[config.mk]
export PLATFORM = sky130hd
export DESIGN_NAME = lap3_kernel
export DESIGN_NICKNAME = d
export VERILOG_FILES = /design/src/rtl/lap3_pkg.sv /design/src/rtl/lap3_kernel.sv
export SDC_FILE = /design/constraint.sdc
export NUM_CORES = 1
export LEC_CHECK = 0
export BUFFER_PORTS_ARGS = -buffer_cell sky130_fd_sc_hd__buf_2
export CORE_UTILIZATION = 50
export DETAILED_ROUTE_END_ITERATION = 16
export PLACE_DENSITY = 0.78
export SYNTH_ARGS = -nofsm -noshare
export SYNTH_HDL_FRONTEND = slang
export SYNTH_SLANG_ARGS = --single-unit
[constraint.sdc]
create_clock -name clk_i -period 5 [get_ports clk_i]
set_clock_uncertainty 0.2 [all_clocks]
set_input_delay 0.25 -clock clk_i [delete_from_list [all_inputs] [get_ports clk_i]]
set_output_delay 0.25 -clock clk_i [all_outputs]
set_load 0.02 [all_outputs]
[src/rtl/lap3_pkg.sv]
// Shared types, constants and helpers of the 3x3 Laplacian stream filter.
package lap3_pkg;

  // Configuration port
  localparam int CFG_W     = 11;
  localparam int CFG_IDX_W = 1;

  localparam logic [CFG_IDX_W-1:0] REG_FRAME_WIDTH  = 1'b0;
  localparam logic [CFG_IDX_W-1:0] REG_FRAME_HEIGHT = 1'b1;

  localparam logic [CFG_W-1:0] FRAME_WIDTH_RST  = 11'd640;
  localparam logic [CFG_W-1:0] FRAME_HEIGHT_RST = 11'd480;

  // Smallest frame dimension the window supports
  localparam int MIN_DIM = 3;

  // Payload widths
  localparam int PIX_W = 8;
  localparam int POS_W = 10;

  // Classification of the pixel at the current raster position
  typedef struct packed {
    logic border;    // first/last row or column: passed through
    logic interior;  // window holds a full neighbourhood for (r-1,c-1)
  } pos_flags_t;

  // One result on the output channel
  typedef struct packed {
    logic [POS_W-1:0] row;
    logic [POS_W-1:0] col;
    logic [PIX_W-1:0] value;
    logic             last;
  } result_t;

  // Clamp a programmed dimension into MIN_DIM..hi
  function automatic int unsigned clamp_dim(input logic [CFG_W-1:0] v,
                                            input int unsigned       hi);
    int unsigned val;
    val = int'(v);
    if (val < MIN_DIM) begin
      return MIN_DIM;
    end
    if (val > hi) begin
      return hi;
    end
    return val;
  endfunction

endpackage

[src/rtl/lap3_kernel.sv]
// Sliding window registers and the four-neighbour Laplacian with clamp.
module lap3_kernel (
  input  logic                        clk_i,
  input  logic                        rst_ni,
  input  logic                        shift_i,
  input  logic [lap3_pkg::PIX_W-1:0]  col_two_i,  // row r-2 at column c
  input  logic [lap3_pkg::PIX_W-1:0]  col_one_i,  // row r-1 at column c
  input  logic [lap3_pkg::PIX_W-1:0]  col_pix_i,  // row r at column c
  output logic [lap3_pkg::PIX_W-1:0]  value_o
);

  localparam int SUM_W = lap3_pkg::PIX_W + 2;

  // Only the taps the cross-shaped kernel ever reads are kept
  logic [lap3_pkg::PIX_W-1:0] north_q, south_q, mid_w_q, mid_c_q;
  logic [SUM_W-1:0]           pos_sum, neg_sum, diff;

  always_ff @(posedge clk_i or negedge rst_ni) begin
    if (!rst_ni) begin
      north_q <= '0;
      south_q <= '0;
      mid_w_q <= '0;
      mid_c_q <= '0;
    end else if (shift_i) begin
      north_q <= col_two_i;
      mid_w_q <= mid_c_q;
      mid_c_q <= col_one_i;
      south_q <= col_pix_i;
    end
  end

  // Before the shift, the centre is mid_c_q and the east tap is the new column
  always_comb begin
    pos_sum = SUM_W'(north_q) + SUM_W'(south_q) + SUM_W'(mid_w_q) + SUM_W'(col_one_i);
    neg_sum = {mid_c_q, 2'b00};
    diff    = pos_sum - neg_sum;
    if (neg_sum >= pos_sum) begin
      value_o = '0;
    end else if (diff > SUM_W'(255)) begin
      value_o = '1;
    end else begin
      value_o = diff[lap3_pkg::PIX_W-1:0];
    end
  end

endmodule
Yosys cells after proc, flatten, opt, wreduce, memory -nomap -nowiden. Cells that the tools add are included.

$add $sub $neg: 4. Multipliers: 0. Div/mod/pow operators: 0. Magnitude comparators: 2. Eq/ne operators: 0. Shifts and indexed selects: 0. Mux-type cells: 2. Bitwise logic cells: 0. Reduce and logical (&&, ||, !) cells: 0.

Operator list (number): $mux 8 (2); $add 10x8->10 (1); $add 9x8->10 (1); $ge 10x10->1 (1); $gt 10x8->1 const B (1); $sub 10x10->10 (1); $add 8x8->9 (1).

Register bits: 32. Latch bits: 0. Bits in writable memories: 0. Memory bits (read-only): 0. Input port bits: 27. Logic and storage cells: 12. Memories kept: 0.

Logic depth before layout (Yosys ltp).
Depth after elaboration: 7. Gate-level depth with buffers: 18. Depth with buffers taken out: 18.

Worst setup path before layout. Ideal clock, no wire load.

Path type: register -> output. Start point: reg north_q[1] (netlist bit). End point: out value_o[7] (netlist bit). Data arrival time: 3.891 ns. Required time: 4.550 ns. Slack: 0.659 ns. Stages on the path, launching flop included: 19. Buffers on the path: 0. Cell sequence: dfrtp_1 inv_1 fa_1 inv_1 fa_1 ha_1 inv_1 fa_1 nor2b_1 o21ai_1 a21boi_1 o31a_1 a21oi_1 ha_1 o211ai_1 a21oi_1 o211ai_1 a21o_1 a41oi_1.

Cells in the longest elaborated chain, start to end: 7. Elaborated cells between the ends (all ways): 8. Those cells by class: add/sub (4); order compare (2); mux (2).

RTL lines: start: declaration (line lap3_kernel.sv:15) `logic [lap3_pkg::PIX_W-1:0] north_q, south_q, mid_w_q, mid_c_q;`; start signal: assignment (line lap3_kernel.sv:25) `north_q <= col_two_i;`; $add 8x8->9 (*) (line lap3_kernel.sv:34) `pos_sum = SUM_W'(north_q) + SUM_W'(south_q) + SUM_W'(mid_w_q) + SUM_W'(col_one_i);`; $add 9x8->10 (*) (line lap3_kernel.sv:34); $add 10x8->10 (*) (line lap3_kernel.sv:34); $sub 10x10->10 (line lap3_kernel.sv:36) `diff = pos_sum - neg_sum;`; $gt 10x8->1 (line lap3_kernel.sv:39) `end else if (diff > SUM_W'(255)) begin`; $mux 8 (line lap3_kernel.sv:39); $mux 8 (*) (line lap3_kernel.sv:37) `if (neg_sum >= pos_sum) begin`; end: declaration (line lap3_kernel.sv:9) `output logic [lap3_pkg::PIX_W-1:0] value_o`.

Every way passes the cells marked *; elsewhere a longest branch is shown, timed or not.

Final worst setup path.
Start point: in col_one_i[3] (netlist bit). End point: out value_o[2] (netlist bit).

Cells in the longest elaborated chain, start to end: 5. Elaborated cells between the ends (all ways): 6. Those cells by class: add/sub (2); order compare (2); mux (2).

RTL lines: start: declaration (line lap3_kernel.sv:7) `input logic [lap3_pkg::PIX_W-1:0] col_one_i,`; $add 10x8->10 (*) (line lap3_kernel.sv:34); $sub 10x10->10 (line lap3_kernel.sv:36); $gt 10x8->1 (line lap3_kernel.sv:39); $mux 8 (line lap3_kernel.sv:39); $mux 8 (*) (line lap3_kernel.sv:37).

Marks and branches as above.

==> run_results.csv <==
group,metric,value,unit
clocking,cts_tree,"built",
layout,final_util,66.78,%
layout,layout-drive-gt1-share,19.61,%
place,hpwl,3240,um
timing,worstMarginPinSlew,0.8847,ns
layout,regArea,800.8,um^2
outcome,run_status,"completed",
critical_path,crit_path_start,"col_one_i[3]",
synth,synth_cell_types,36,
layout,layout_commonest_cell,"inv_1",
synth,syn_inst,252,
clocking,htree_levels,2,
timing,fin_crit,4.823,ns
die,coreArea,4414,um^2
timing,fmax,207.3,MHz
synth,yosysWarnings,0,
pwr,leakage,1.475,nW
critical_path,cpMaxStageDelayCell,"dlygate4sd3_1",
grt,grt_max_degree,58,
clocking,cts_buffers,5,
pwr,seqPwrFrac,14.6,%
synth,synth-async-reset-ratio,100.0,%
synth,netlist_area,2342,um^2
layout,final_area,2948,um^2
pwr,switching_share,47.09,%
layout,final_cells,363,
critical_path,cp_data_arrival_time,4.37,ns
routing,drc,0,
clocking,clock_latency,0.28,ns
critical_path,crit_path_max_fanout,7,
layout,final_cell_mix,"54 x inv_1, 32 x buf_2, 32 x dfrtp_1, 26 x o21ai_0, 26 x nand2_1",
place,numPortBuffers,34,
worst_hold_path,hold_class,"input port to register",
timing,drv_slew,0,
layout,num-nets-final,372,
synth,yosysSeqAreaShare,34.19,%
timing,setup_viol,0,
place,pre_cts_slack,0.3538,ns
timing,timing.slew.headroom,41.02,%
routing,wl_met3,146,um
synth,synthTopCellsByArea,"dfrtp_1 34%, fa_1 15%, ha_1 9.1%",
die,die_area,4963,um^2
synth,synth_top_area_share,34.19,%
die,io_pins,35,
layout,area_delta_synth_final,25.85,%
critical_path,r2r_start,"mid_c_q[1]",
run,drv_cap,0,
layout,antenna_cells,0,
grt,first_global_vias,1860,
critical_path,path_cells,"dlygate4sd3_1 > buf_2 > inv_1 > fa_1 > fa_1 > inv_1 > ha_4 > nor2b_2 > o21ai_2 > a21boi_2 > o31a_1 > a21oi_2 > ha_4 > o21ai_1 > nor2_1 > nor3_2 > xnor2_2 > buf_4 > a31oi_1 > buf_4",
synth,synth_top_flop_cell,"dfrtp_1",
critical_path,endpoint,"value_o[2]",
die,die_w,70.45,um
routing,drtIter0Drc,64,
die,placementRows,24,
synth,syn_avg_cell_area,9.295,um^2
routing,drt-vias-per-instance,5.193,
grt,overflow,0,
routing,routed-via-count,1885,
clocking,clkTransAtPathRegs,0.06,ns
critical_path,r2r_cells,1,
critical_path,crit_buf_inv,6,
clocking,clock_path_buffers,2,
critical_path,cp.depth,20,
layout,multi_input_area,1365,um^2
pwr,ir_drop,0.4889,mV
timing,period_share,96.46,%
critical_path,worst-r2r-setup-slack,3.94,ns
die,die_y,70.45,um
grt,grt_pass1_wl,7817,um
critical_path,reg2reg_to,"mid_w_q[1]",
pwr,internal_power,0.001079,W
clocking,cts_root_buf,"clkbuf_8",
critical_path,setup.worst_path.start_class,"input port",
critical_path,path_delay_family,"adder cells",
timing,final-hold-violation-count,0,
clocking,clock_sinks,32,
synth,synth-edff-count,0,
synth,yosys.area.top_type,"dfrtp_1",
grt,grt_usage,20.15,%
routing,met1Wirelength,1972,um
grt,grt_antenna_before_repair,0,
routing,postRouteAntennaNets,0,
pwr,p_sw,0.0009605,W
critical_path,critPathCaptureType,"output pin",
place,place.gp.congestion,0.8625,
routing,wl_met2,2622,um
routing,dr.pass1.iters,4,
pwr,total_power,0.002040,W
critical_path,cp_data_required_time,4.55,ns
place,place_area,2544,um^2
synth,synth_nets,313,
pwr,clkPwrFrac,10.5,%
pwr,p_comb_share,74.9,%
routing,wl,4785,um
layout,fillCellCount,354,
die,start_util,53.06,%
timing,fin_ws,0.1769,ns
critical_path,max_stage_delay,0.54,ns
routing,route.top_layer_used,"met4",
critical_path,critPathKind,"input port to output pin",
synth,ys_ff_latch,32,
routing,wl_per_cell,13.18,um
pwr,p_per_area,691.9,nW/um^2
place,dp.cells,331,
## synth_stat cells, drive strengths merged, types with 3 or more instances
master,number
inv,54
dfrtp,32
o21ai,30
nand2,26
fa,17
ha,17
nor2,10
a31oi,9
a21oi,7
mux2,7
clkbuf,6
xnor2,6
a211oi,3
a21o,3
nand2b,3
xor2,3
## per-layer routing
| layer | vias up | track usage [%] |
|---|---|---|
| met2 | 31 | 37.14 |
| met5 | - | 0 |
| li1 | 934 | - |
| met3 | 8 | 4.185 |
| met4 | 0 | 5.111 |
| met1 | 912 | 23.53 |
## through the flow
step	TNS, ns	hold slack (ns)
floorplan	0	-0.2456
finish	0	0.02939
global placement	0	0.1365
detailed placement	0	0.1471
CTS	0	0.01844
global route	-0.1787	0.04160
## power groups by stage
stage               logic, W  clock network [W]  registers, W
finish               0.00153           0.000214      0.000297
global route         0.00169           0.000230      0.000299
CTS                  0.00136           0.000219      0.000297
detailed placement   0.00133                  0      0.000302
global placement     0.00132                  0      0.000300
floorplan            0.00107                  0      0.000298
## registers in the layout, summed over array words and instances, names as in the netlist
signal / cells
north_q: 8
south_q: 8
mid_c_q: 8
mid_w_q: 8
## cell families (layout without fill, tap and decap cells)
family / count (synthesis) / count (layout) / share of synthesized area (%)
AO/OA/AOI/OAI: 61 / 61 / 15.65
buffers and inverters: 61 / 120 / 10.10
multiplexers: 7 / 7 / 3.366
flip-flops: 32 / 32 / 34.19
XOR/XNOR: 9 / 9 / 4.007
adder cells (fa/ha/maj): 34 / 34 / 23.61
AND/OR/NAND/NOR: 48 / 48 / 9.081
## how the worst min path moves through the flow
stage	startpoint	endpoint	slack [ns]	cells after the start
final	col_one_i[0]	mid_c_q[0]	0.03	2
after global routing	col_one_i[6]	mid_c_q[6]	0.04	3
after CTS	col_one_i[6]	mid_c_q[6]	0.02	3
after detailed placement	rst_ni	mid_c_q[0]	0.15	1
after global placement	rst_ni	mid_c_q[0]	0.14	1
after floorplan	rst_ni	mid_c_q[0]	-0.25	0
## area by class of cell
class,count,area share (%)
Tap cell,52,2.207
Multi-Input combinational cell,159,46.31
Inverter,54,6.876
Clock buffer,7,3.268
Timing Repair Buffer,59,14.18
Sequential cell,32,27.16
## repair_timing
item,4_1_cts,5_1_grt
hold endpoints to repair,53,0
setup endpoints to repair,0,8
hold buffers,22,0
buffers inserted,0,3
resized for setup,0,15
No activity file was read; power rests on OpenSTA's default activity.
