<file path="config.mk">
export PLATFORM = sky130hd
export DESIGN_NAME = lap3_raster
export DESIGN_NICKNAME = d
export VERILOG_FILES = /design/src/rtl/lap3_pkg.sv /design/src/rtl/lap3_raster.sv
export SDC_FILE = /design/constraint.sdc
export NUM_CORES = 1
export LEC_CHECK = 0
export BUFFER_PORTS_ARGS = -buffer_cell sky130_fd_sc_hd__buf_2
export CAP_MARGIN = 20
export CORE_UTILIZATION = 65
export CTS_CLUSTER_SIZE = 20
export DETAILED_ROUTE_END_ITERATION = 6
export GPL_TIMING_DRIVEN = 0
export PLACE_DENSITY = 0.95
export SYNTH_ARGS = -nofsm -noshare
export SYNTH_HDL_FRONTEND = slang
export SYNTH_SLANG_ARGS = --single-unit
</file>
<file path="constraint.sdc">
create_clock -name clk_i -period 11.9 [get_ports clk_i]
set_clock_uncertainty 0.15 [all_clocks]
set_input_delay 0.595 -clock clk_i [delete_from_list [all_inputs] [get_ports clk_i]]
set_output_delay 0.595 -clock clk_i [all_outputs]
set_load 0.02 [all_outputs]
</file>
<file path="src/rtl/lap3_pkg.sv">
// Shared types, constants and helpers of the 3x3 Laplacian stream filter.
package lap3_pkg;

  // Configuration port
  localparam int CFG_W     = 11;
  localparam int CFG_IDX_W = 1;

  localparam logic [CFG_IDX_W-1:0] REG_FRAME_WIDTH  = 1'b0;
  localparam logic [CFG_IDX_W-1:0] REG_FRAME_HEIGHT = 1'b1;

  localparam logic [CFG_W-1:0] FRAME_WIDTH_RST  = 11'd640;
  localparam logic [CFG_W-1:0] FRAME_HEIGHT_RST = 11'd480;

  // Smallest frame dimension the window supports
  localparam int MIN_DIM = 3;

  // Payload widths
  localparam int PIX_W = 8;
  localparam int POS_W = 10;

  // Classification of the pixel at the current raster position
  typedef struct packed {
    logic border;    // first/last row or column: passed through
    logic interior;  // window holds a full neighbourhood for (r-1,c-1)
  } pos_flags_t;

  // One result on the output channel
  typedef struct packed {
    logic [POS_W-1:0] row;
    logic [POS_W-1:0] col;
    logic [PIX_W-1:0] value;
    logic             last;
  } result_t;

  // Clamp a programmed dimension into MIN_DIM..hi
  function automatic int unsigned clamp_dim(input logic [CFG_W-1:0] v,
                                            input int unsigned       hi);
    int unsigned val;
    val = int'(v);
    if (val < MIN_DIM) begin
      return MIN_DIM;
    end
    if (val > hi) begin
      return hi;
    end
    return val;
  endfunction

endpackage

</file>
<file path="src/rtl/lap3_raster.sv">
// Frame geometry registers and raster position tracking.
module lap3_raster #(
  parameter int MAX_WIDTH  = 1024,
  parameter int MAX_HEIGHT = 1024,
  parameter int XW         = 11,
  parameter int YW         = 11
) (
  input  logic                             clk_i,
  input  logic                             rst_ni,
  input  logic                             cfg_we_i,
  input  logic [lap3_pkg::CFG_IDX_W-1:0]   cfg_idx_i,
  input  logic [lap3_pkg::CFG_W-1:0]       cfg_wdata_i,
  input  logic                             advance_i,
  output logic [YW-1:0]                    row_o,
  output logic [XW-1:0]                    col_o,
  output lap3_pkg::pos_flags_t             flags_o
);

  localparam logic [XW-1:0] RST_WIDTH =
    XW'(lap3_pkg::clamp_dim(lap3_pkg::FRAME_WIDTH_RST, MAX_WIDTH));
  localparam logic [YW-1:0] RST_HEIGHT =
    YW'(lap3_pkg::clamp_dim(lap3_pkg::FRAME_HEIGHT_RST, MAX_HEIGHT));

  logic [XW-1:0] width_q, col_q, col_d, cur_col, col_inc;
  logic [YW-1:0] height_q, row_q, row_d, cur_row, row_pre, row_inc;

  // Geometry registers, stored already clamped
  always_ff @(posedge clk_i or negedge rst_ni) begin
    if (!rst_ni) begin
      width_q  <= RST_WIDTH;
      height_q <= RST_HEIGHT;
    end else if (cfg_we_i) begin
      unique case (cfg_idx_i)
        lap3_pkg::REG_FRAME_WIDTH: begin
          width_q <= XW'(lap3_pkg::clamp_dim(cfg_wdata_i, MAX_WIDTH));
        end
        lap3_pkg::REG_FRAME_HEIGHT: begin
          height_q <= YW'(lap3_pkg::clamp_dim(cfg_wdata_i, MAX_HEIGHT));
        end
        default: ;
      endcase
    end
  end

  // Position of the arriving pixel; re-fit to the geometry in case it shrank
  always_comb begin
    if (col_q >= width_q) begin
      cur_col = '0;
      row_pre = row_q + YW'(1);
    end else begin
      cur_col = col_q;
      row_pre = row_q;
    end
    cur_row = (row_pre >= height_q) ? '0 : row_pre;

    // Position after this pixel, wrapping at row and frame end
    col_inc = cur_col + XW'(1);
    row_inc = cur_row + YW'(1);
    if (col_inc >= width_q) begin
      col_d = '0;
      row_d = (row_inc >= height_q) ? '0 : row_inc;
    end else begin
      col_d = col_inc;
      row_d = cur_row;
    end
  end

  always_ff @(posedge clk_i or negedge rst_ni) begin
    if (!rst_ni) begin
      row_q <= '0;
      col_q <= '0;
    end else if (advance_i) begin
      row_q <= row_d;
      col_q <= col_d;
    end
  end

  assign row_o = cur_row;
  assign col_o = cur_col;

  assign flags_o.border   = (cur_row == '0) || (cur_row == height_q - YW'(1)) ||
                            (cur_col == '0) || (cur_col == width_q - XW'(1));
  assign flags_o.interior = (cur_row >= YW'(2)) && (cur_col >= XW'(2));

endmodule

</file>
## Yosys cells after proc, flatten, opt, wreduce, memory -nomap -nowiden

Cells that the tools add are included.

| storage, ports and cells | value |
|---|---|
| flip-flop bits (word level) | 44 |
| input port bits | 16 |
| output and inout bits | 24 |
| logic and storage cells | 52 |

| cells by class | value |
|---|---|
| add/subtract/negate cells | 5 |
| magnitude comparators | 8 |
| equality and inequality tests | 2 |
| muxes and demuxes | 24 |
| bitwise gates (word level) | 1 |
| reductions and logical operators | 8 |

Operators by type and width:

| kind | count |
|---|---|
| $mux 11 | 11 |
| $ge 11x11->1 | 4 |
| $add 11x1->11 const B | 3 |
| $eq 11x11->1 | 2 |
| $ge 11x2->1 const B | 2 |
| $logic_not 11->1 | 2 |
| $sub 11x1->11 const B | 2 |
| $mux 1 | 12 |
| $gt 11x11->1 const B | 1 |
| $lt 11x2->1 const B | 1 |
| $reduce_and 2->1 | 2 |
| $logic_or 1x1->1 | 3 |
| $mux 2 | 1 |
| $logic_and 1x1->1 | 1 |
| $not 1->1 | 1 |

## Longest topological paths before layout

Gate-level depths: netlist of run 1.

| logic depth | value |
|---|---|
| depth in word-level cells | 9 |
| gate-level depth with buffers | 32 |
| gate-level depth less buffers | 28 |

## Worst setup path after synthesis of run 1

OpenSTA, ideal clock, no wires.

| timing | value |
|---|---|
| path type | reg2reg |
| from | register width_q[7] |
| to | register row_q[9] |
| library setup time | 82 ps |
| arrival time | 6,302 ps |
| data required time | 11,668 ps |
| setup slack | 5,366 ps |
| cell stages (with the launch flop) | 26 |
| buffers on the path | 1 |
| period minus slack after synthesis | 6,534 ps |
| cells stage by stage | dfstp_2 -> inv_1 -> ha_1 -> nand4_2 -> or2_0 -> buf_6 -> a2111oi_4 -> xor2_2 -> ha_1 -> a21oi_1 -> nor2_1 -> a2111oi_2 -> nand2_1 -> nor2_1 -> ha_1 -> nand2b_1 -> mux2i_1 -> nand3_1 -> xnor2_1 -> ha_1 -> o21a_1 -> o221ai_1 -> a211o_1 -> or3b_2 -> mux2_2 -> a31oi_1 |

| on the way | value |
|---|---|
| cells in the longest elaborated chain, start to end | 8 |
| elaborated cells between the ends (all ways) | 11 |
| classes of those cells | add/sub: 2; order compare: 4; mux: 5 |

Ends and longest elaborated chain:

| element | line | text |
|---|---|---|
| start, declared | lap3_raster.sv:24 | `logic [XW-1:0] width_q, col_q, col_d, cur_col, col_inc;` |
| start signal, assigned | lap3_raster.sv:35 | `width_q <= XW'(lap3_pkg::clamp_dim(cfg_wdata_i, MAX_WIDTH));` |
| $ge 11x11->1 * | lap3_raster.sv:47 | `if (col_q >= width_q) begin` |
| $mux 11 * | lap3_raster.sv:47 |  |
| $ge 11x11->1 | lap3_raster.sv:54 | `cur_row = (row_pre >= height_q) ? '0 : row_pre;` |
| $mux 11 * | lap3_raster.sv:54 |  |
| named net row_o[1] | lap3_raster.sv:14 | `output logic [YW-1:0] row_o,` |
| $add 11x1->11 * | lap3_raster.sv:58 | `row_inc = cur_row + YW'(1);` |
| $ge 11x11->1 | lap3_raster.sv:61 | `row_d = (row_inc >= height_q) ? '0 : row_inc;` |
| $mux 11 * | lap3_raster.sv:61 |  |
| $mux 11 * | lap3_raster.sv:59 | `if (col_inc >= width_q) begin` |
| end signal, assigned | lap3_raster.sv:73 | `row_q <= row_d;` |
| end, declared | lap3_raster.sv:25 | `logic [YW-1:0] height_q, row_q, row_d, cur_row, row_pre, row_inc;` |

The timed path passes the listed nets; every way through them passes the cells marked *.
A chain may end at the register's enable or synchronous reset.

## Worst setup path in the final report of run 1

| timing | value |
|---|---|
| from | register width_q[4] |
| to | register row_q[1] |

| on the way | value |
|---|---|
| cells in the longest elaborated chain, start to end | 8 |
| elaborated cells between the ends (all ways) | 11 |
| classes of those cells | add/sub: 2; order compare: 4; mux: 5 |

Ends and longest elaborated chain:

| element | line |
|---|---|
| $ge 11x11->1 | lap3_raster.sv:47 |
| $mux 11 | lap3_raster.sv:47 |
| $ge 11x11->1 | lap3_raster.sv:54 |
| $mux 11 | lap3_raster.sv:54 |
| $add 11x1->11 | lap3_raster.sv:58 |
| $ge 11x11->1 | lap3_raster.sv:61 |
| $mux 11 | lap3_raster.sv:61 |
| $mux 11 * | lap3_raster.sv:59 |

Every way passes the cells marked *; elsewhere a longest branch is shown, timed or not.

==> results.py, run 1 <==
metrics = {
    "run_status": {
        "outcome": "finished clean",
    },
    "critical_path": {
        "worstRegToRegCells": 28,
        "worstPathArrival_ns": 7.99,
        "required_ns": 12.00,
        "regToRegStartpoint": "width_q[4]",
        "crit_type": "flop to flop",
        "crit_path_top_delay_cell": "a2111oi_2",
        "crit_fanout": 10,
        "critPathMaxStageDelay_ns": 0.64,
        "startpoint": "width_q[4]",
        "crit_path_start_kind": "flop",
        "worstSetupEndpointType": "flop",
    },
    "sta": {
        "fin_crit_ns": 7.90,
        "worst_pin_slew_ns": 0.881,
        "fmaxAchievable_mhz": 127,
        "period_share": 0.664,
        "drv_slew": 0,
        "hold_viol": 0,
        "fin_ws_ns": 4.00,
        "rsz0062_at_grt": "no",
        "holdWs_ns": 0.346,
        "max_slew_margin": 0.408,
        "final.setup.tns_ns": 0,
        "setup_violations": 0,
    },
    "die": {
        "dieArea_sq_mm": 0.00775,
        "dieWidth_microns": 88.0,
        "rows": 30,
        "core_sq_mm": 0.00698,
        "die_h_microns": 88.0,
        "boundaryPins": 40,
        "start_util": 0.689,
    },
    "yosys": {
        "synthTopCellsByCount": "59 x nand2_1, 55 x ha_1, 49 x inv_1",
        "synth-edff-count": 0,
        "synth_flop_cell": "dfrtp_1",
        "synth_nets": 674,
        "synth.most_common_cell": "nand2_1",
        "ys_warn_count": 0,
        "syn_area_sq_mm": 0.00481,
        "synth_area_per_cell_sq_um": 7.98,
        "ys_top_cells_by_area": "dfrtp_1 20%, ha_1 14%, xnor2_1 7.8%",
        "seq_area_frac_synth": 0.230,
        "syn_inst": 603,
        "async_reset_ff_frac": 1.00,
        "synth_top_area_cell": "dfrtp_1",
        "synthDistinctLibCells": 69,
        "ys_ff_latch": 44,
        "yosysTopAreaCellShare": 0.198,
    },
    "placed_design": {
        "placed_cells": 737,
        "dp_hpwl_mm": 10.7,
        "dpl-instance-area_sq_mm": 0.00512,
        "port_buffers": 38,
        "gp_congestion": 1.00,
        "dp_slack_ns": 4.42,
    },
    "cells_and_area": {
        "multiInputGateArea_sq_mm": 0.00337,
        "nets": 721,
        "final_util": 0.754,
        "num_antenna_cells": 0,
        "layout-drive-gt1-share": 0.131,
        "seq_area_sq_mm": 0.00111,
        "stdcell_count": 747,
        "fin_area_sq_mm": 0.00526,
        "area_delta_synth_final_pct": 9.39,
        "fillers": 570,
    },
    "clock_tree": {
        "h-tree-depth": 2,
        "clock_path_buffers": 2,
        "numCtsBuffers": 5,
        "postCtsSetupBuffers": 0,
        "cts-root-buf": "clkbuf_8",
        "cts.sinks": 44,
        "cts-resized-gates": 0,
        "clk_pin_slew_worst_paths_ns": 0.10,
        "cts_tree": "done",
        "insertion_delay_ns": 0.32,
    },
    "routing": {
        "drc": 0,
        "drt.antenna.violating_nets": 0,
        "drt_iter0_markers": 636,
        "vias_per_cell": 6.66,
        "drt-total-wl_mm": 14.0,
        "wl_per_cell_microns": 18.7,
        "firstDrtPassIters": 6,
        "vias": 4975,
    },
    "grt": {
        "grt_max_degree": 45,
        "grt_pass1_vias": 4670,
        "antenna_found_initial": 0,
        "grt-ovfl-total": 0,
        "grtUsageTotal": 0.381,
        "grt_pass1_wl_mm": 22.6,
    },
    "worst_hold_path": {
        "holdPathStages": 2,
        "hp-class": "flop to flop",
        "min_from": "width_q[9]",
    },
    "pwr": {
        "finalPower_mw": 1.46,
        "powerDensity_mw_per_mm2": 277,
        "leakage_nw": 2.32,
        "vdd_drop_max_mv": 0.185,
    },
    "flow_run": {
        "max_cap_violations": 0,
    },
}
-- report_power, final --
part           internal (mW)  total, mW  switching [mW]
registers              0.189      0.234          0.0449
clock network         0.0623      0.122          0.0596
logic                  0.408       1.10           0.692
-- layer usage --
metal	track usage	vias to the layer above	wire, microns
li1	-	2245	-
met1	0.484	2314	5640
met5	0	-	0
met2	0.634	339	6320
met4	0.148	0	585
met3	0.0829	77	1420
-- area by class of cell --
cell class	instances	area share
multi-input combinational	477	0.640
sequential	44	0.211
timing repair buffer	40	0.0418
inverter	50	0.0366
buffer	32	0.0273
tap	96	0.0228
clock buffer	5	0.0131
clock inverter	3	0.00808
-- layout by cell type (no fill, tap or decap), drive strengths merged, types with 4 or more instances in the layout --
master	count
nand4	17
nor3	14
o21a	4
nand3b	6
dfrtp	38
nor4	10
o2111ai	4
nand2b	14
a41oi	5
nor2	42
nand3	33
a21oi	29
o21ai	37
xnor2	43
and3	6
a31oi	8
and2	5
ha	55
o211ai	4
inv	49
nor2b	5
mux2i	6
mux2	7
a211oi	4
dfstp	6
o31ai	7
clkbuf	25
nand2	60
buf	51
xor2	14
-- kinds of logic (layout without fill, tap and decap cells) --
| logic type | after synthesis | count (layout) | synth area share |
|---|---|---|---|
| DFF | 44 | 44 | 0.230 |
| muxes | 13 | 13 | 0.0296 |
| AOI/OAI and AO/OA | 130 | 130 | 0.190 |
| buffers and inverters | 82 | 130 | 0.0700 |
| adders and majority gates | 55 | 55 | 0.143 |
| and+or+nand+nor | 222 | 222 | 0.231 |
| xor gates and xnor gates | 57 | 57 | 0.105 |
-- registers in the layout (all words and copies together) (netlist names) --
signal	count
col_q	11
width_q	11
row_q	11
height_q	11
-- worst max-delay path: cells and delay by family (launching register included) --
| kind | cells | cell delay (ns) |
|---|---|---|
| AO/OA/AOI/OAI | 10 | 2.39 |
| XOR/XNOR | 2 | 0.56 |
| adder cells (fa/ha/maj) | 4 | 1.38 |
| buffers and inverters | 3 | 0.75 |
| flip-flops | 1 | 0.42 |
| multiplexers | 1 | 0.34 |
| AND/OR/NAND/NOR | 8 | 1.85 |
-- repair_timing --
item	in CTS	in global routing
hold endpoints to repair	0	3
endpoints found under the setup margin	0	0
hold buffers	0	1
-- final timing paths --
path | end | slack (ns)
worst max-delay path | row_q[1] | 4.00
worst min-delay path | width_q[9] | 0.35
worst max register to register | row_q[1] | 4.00
worst min register to register | width_q[9] | 0.35
max in group asynchronous | width_q[7] | 10.61
min in group asynchronous | height_q[9] | 0.49
Power figures use the tool's default switching activity.
==> inputs of run 2 (changes only) <==
--- a/config.mk
+++ b/config.mk
@@ -5,13 +5,14 @@
 export SDC_FILE = /design/constraint.sdc
 export NUM_CORES = 1
 export LEC_CHECK = 0
+export ABC_AREA = 1
 export BUFFER_PORTS_ARGS = -buffer_cell sky130_fd_sc_hd__buf_2
 export CAP_MARGIN = 20
-export CORE_UTILIZATION = 65
+export CORE_UTILIZATION = 56
 export CTS_CLUSTER_SIZE = 20
 export DETAILED_ROUTE_END_ITERATION = 6
 export GPL_TIMING_DRIVEN = 0
-export PLACE_DENSITY = 0.95
+export PLACE_DENSITY = 0.9
 export SYNTH_ARGS = -nofsm -noshare
 export SYNTH_HDL_FRONTEND = slang
 export SYNTH_SLANG_ARGS = --single-unit
==> constraint.sdc (replaced) <==
create_clock -name clk_i -period 6.7 [get_ports clk_i]
set_clock_uncertainty 0.15 [all_clocks]
set_input_delay 0.335 -clock clk_i [delete_from_list [all_inputs] [get_ports clk_i]]
set_output_delay 0.335 -clock clk_i [all_outputs]
set_load 0.02 [all_outputs]
==> run 2 against run 1 <==
  * First-iteration DRC count fell by 28%
  * Core utilization down 11 points
  * Global-route usage fell by 7.8 points
  * Largest cell class unchanged
  * Synthesized cell count grew 33%
  * Sequential share of layout area shrank 1.3 points
  * Maximum frequency grew 29%
==> results.py, run 2 <==
metrics = {
    "sta": {
        "final.setup.tns_ns": 0,
        "drv_slew": 0,
        "period_share": 0.917,
        "worst_pin_slew_ns": 0.704,
        "setup_violations": 0,
        "fin_crit_ns": 6.14,
        "fmaxAchievable_mhz": 163,
        "rsz0062_at_grt": "no",
        "hold_viol": 0,
        "max_slew_margin": 0.531,
    },
    "routing": {
        "drt.antenna.violating_nets": 0,
        "firstDrtPassIters": 6,
        "wl_met1_mm": 6.23,
        "dr_wl_met2_mm": 6.20,
        "drt-total-wl_mm": 14.0,
        "highest_layer": "met4",
        "vias": 5352,
        "vias_per_cell": 5.59,
        "wl_per_cell_microns": 14.6,
        "drt_iter0_markers": 459,
        "drc": 0,
        "routed-wl-met3_mm": 1.11,
    },
    "grt": {
        "grt_max_degree": 45,
        "antenna_found_initial": 0,
        "grt_pass1_vias": 4920,
        "grt_pass1_wl_mm": 23.2,
        "grt-ovfl-total": 0,
        "grtUsageTotal": 0.303,
    },
    "yosys": {
        "syn_inst": 801,
        "synthDistinctLibCells": 41,
        "ys_warn_count": 0,
        "synth_area_per_cell_sq_um": 6.38,
        "ys_ff_latch": 44,
        "synth_nets": 872,
        "synth_top_area_cell": "dfrtp_1",
        "async_reset_ff_frac": 1.00,
        "yosysTopAreaCellShare": 0.186,
        "synth-edff-count": 0,
        "synth_flop_cell": "dfrtp_1",
        "syn_area_sq_mm": 0.00511,
        "synth.most_common_cell": "nand2_1",
        "ys_top_cells_by_area": "dfrtp_1 19%, nand2_1 17%, ha_1 13%",
        "seq_area_frac_synth": 0.217,
        "synthTopCellsByCount": "227 x nand2_1, 123 x inv_1, 76 x nor2_1",
    },
    "die": {
        "die_h_microns": 97.5,
        "core_sq_mm": 0.00876,
        "dieArea_sq_mm": 0.00952,
        "start_util": 0.583,
        "rows": 34,
        "boundaryPins": 40,
        "dieWidth_microns": 97.5,
    },
    "placed_design": {
        "dp_hpwl_mm": 11.0,
        "placed_cells": 948,
        "gp_congestion": 1.01,
        "port_buffers": 39,
    },
    "critical_path": {
        "worstRegToRegCells": 36,
        "worstSetupEndpointType": "flop",
        "critPathMaxStageDelay_ns": 0.56,
        "cp.buffers_inverters": 5,
        "startpoint": "width_q[7]",
        "r2r_slack_ns": 0.56,
        "crit_type": "flop to flop",
        "crit_path_start_kind": "flop",
        "rr_endpoint": "row_q[1]",
        "critPathTopFamily": "simple AND/OR/NAND/NOR gates",
        "regToRegStartpoint": "width_q[7]",
        "required_ns": 6.79,
        "crit_fanout": 10,
        "crit_top_cell": "nand2_1",
        "crit_path_top_delay_cell": "dfstp_2",
        "worstPathArrival_ns": 6.23,
        "cp_num_cells": 36,
    },
    "clock_tree": {
        "cts_tree": "done",
        "clock_path_buffers": 2,
        "numCtsBuffers": 5,
        "cts.sinks": 44,
        "cts-root-buf": "clkbuf_8",
        "h-tree-depth": 2,
        "insertion_delay_ns": 0.33,
        "clk_pin_slew_worst_paths_ns": 0.10,
    },
    "cells_and_area": {
        "final_cell_mix": "227 x nand2_1, 122 x inv_1, 75 x nor2_1",
        "area_delta_synth_final_pct": 9.62,
        "num_antenna_cells": 0,
        "nets": 920,
        "layout-drive-gt1-share": 0.135,
        "final_util": 0.639,
        "fillers": 808,
        "stdcell_count": 958,
        "layout_commonest_cell": "nand2_1",
    },
    "worst_hold_path": {
        "hp-class": "primary input to flop",
        "min_from": "cfg_wdata_i[10]",
        "holdPathStages": 3,
        "whs_endpoint": "width_q[10]",
    },
    "flow_run": {
        "max_cap_violations": 0,
    },
    "run_status": {
        "outcome": "finished clean",
    },
}
-- run 2: layout make-up --
cell class / count / area, sq um / area share
timing repair buffer: 41 / 225 / 0.0402
clock inverter: 3 / 46.3 / 0.00826
clock buffer: 5 / 68.8 / 0.0123
multi-input combinational: 612 / 3440 / 0.614
inverter: 135 / 509 / 0.0909
sequential: 44 / 1110 / 0.198
tap: 108 / 135 / 0.0241
buffer: 10 / 68.8 / 0.0123
-- run 2: worst max path at each step --
stage,endpoint
after floorplan,row_q[1]
after global placement,row_q[1]
after detailed placement,row_q[1]
after global routing,row_q[6]
final,row_q[1]
after CTS,row_q[1]
-- run 2: metrics by stage --
step | hold WS (ns) | instance area, sq um | setup slack (ns)
floorplan | -0.111 | 5110 | 1.46
global placement | 0.318 | 5440 | 0.528
detailed placement | 0.327 | 5440 | 0.400
CTS | 0.0683 | 5560 | 0.362
global route | 0.145 | 5600 | 0.0427
finish | 0.109 | 5600 | 0.556
-- run 2: kinds of logic after synthesis --
group	Yosys count	synth area share
AOI/OAI and AO/OA	84	0.0903
xor gates and xnor gates	30	0.0514
adders and majority gates	55	0.135
buffers and inverters	145	0.112
DFF	44	0.217
and+or+nand+nor	443	0.395
-- run 2: metal layers --
metal | track usage | vias to the layer above
met5 | 0 | -
li1 | - | 2656
met1 | 0.415 | 2381
met4 | 0.112 | 0
met3 | 0.0453 | 48
met2 | 0.484 | 267
-- run 2: tightest hold or removal path: stages --
cell     delay (ns)
buf_2          0.10
nand2_1        0.05
o21ai_0        0.06
-- run 2: what timing repair did --
item	in CTS	in global routing
gates resized for setup	0	5
endpoints found under the setup margin	0	9
hold buffers	0	1
setup buffers	0	0
endpoints found under the hold margin	0	8
Power of run 2 is not shown: default switching activity piles up to over one toggle a cycle in this logic, so the estimate is an artifact.
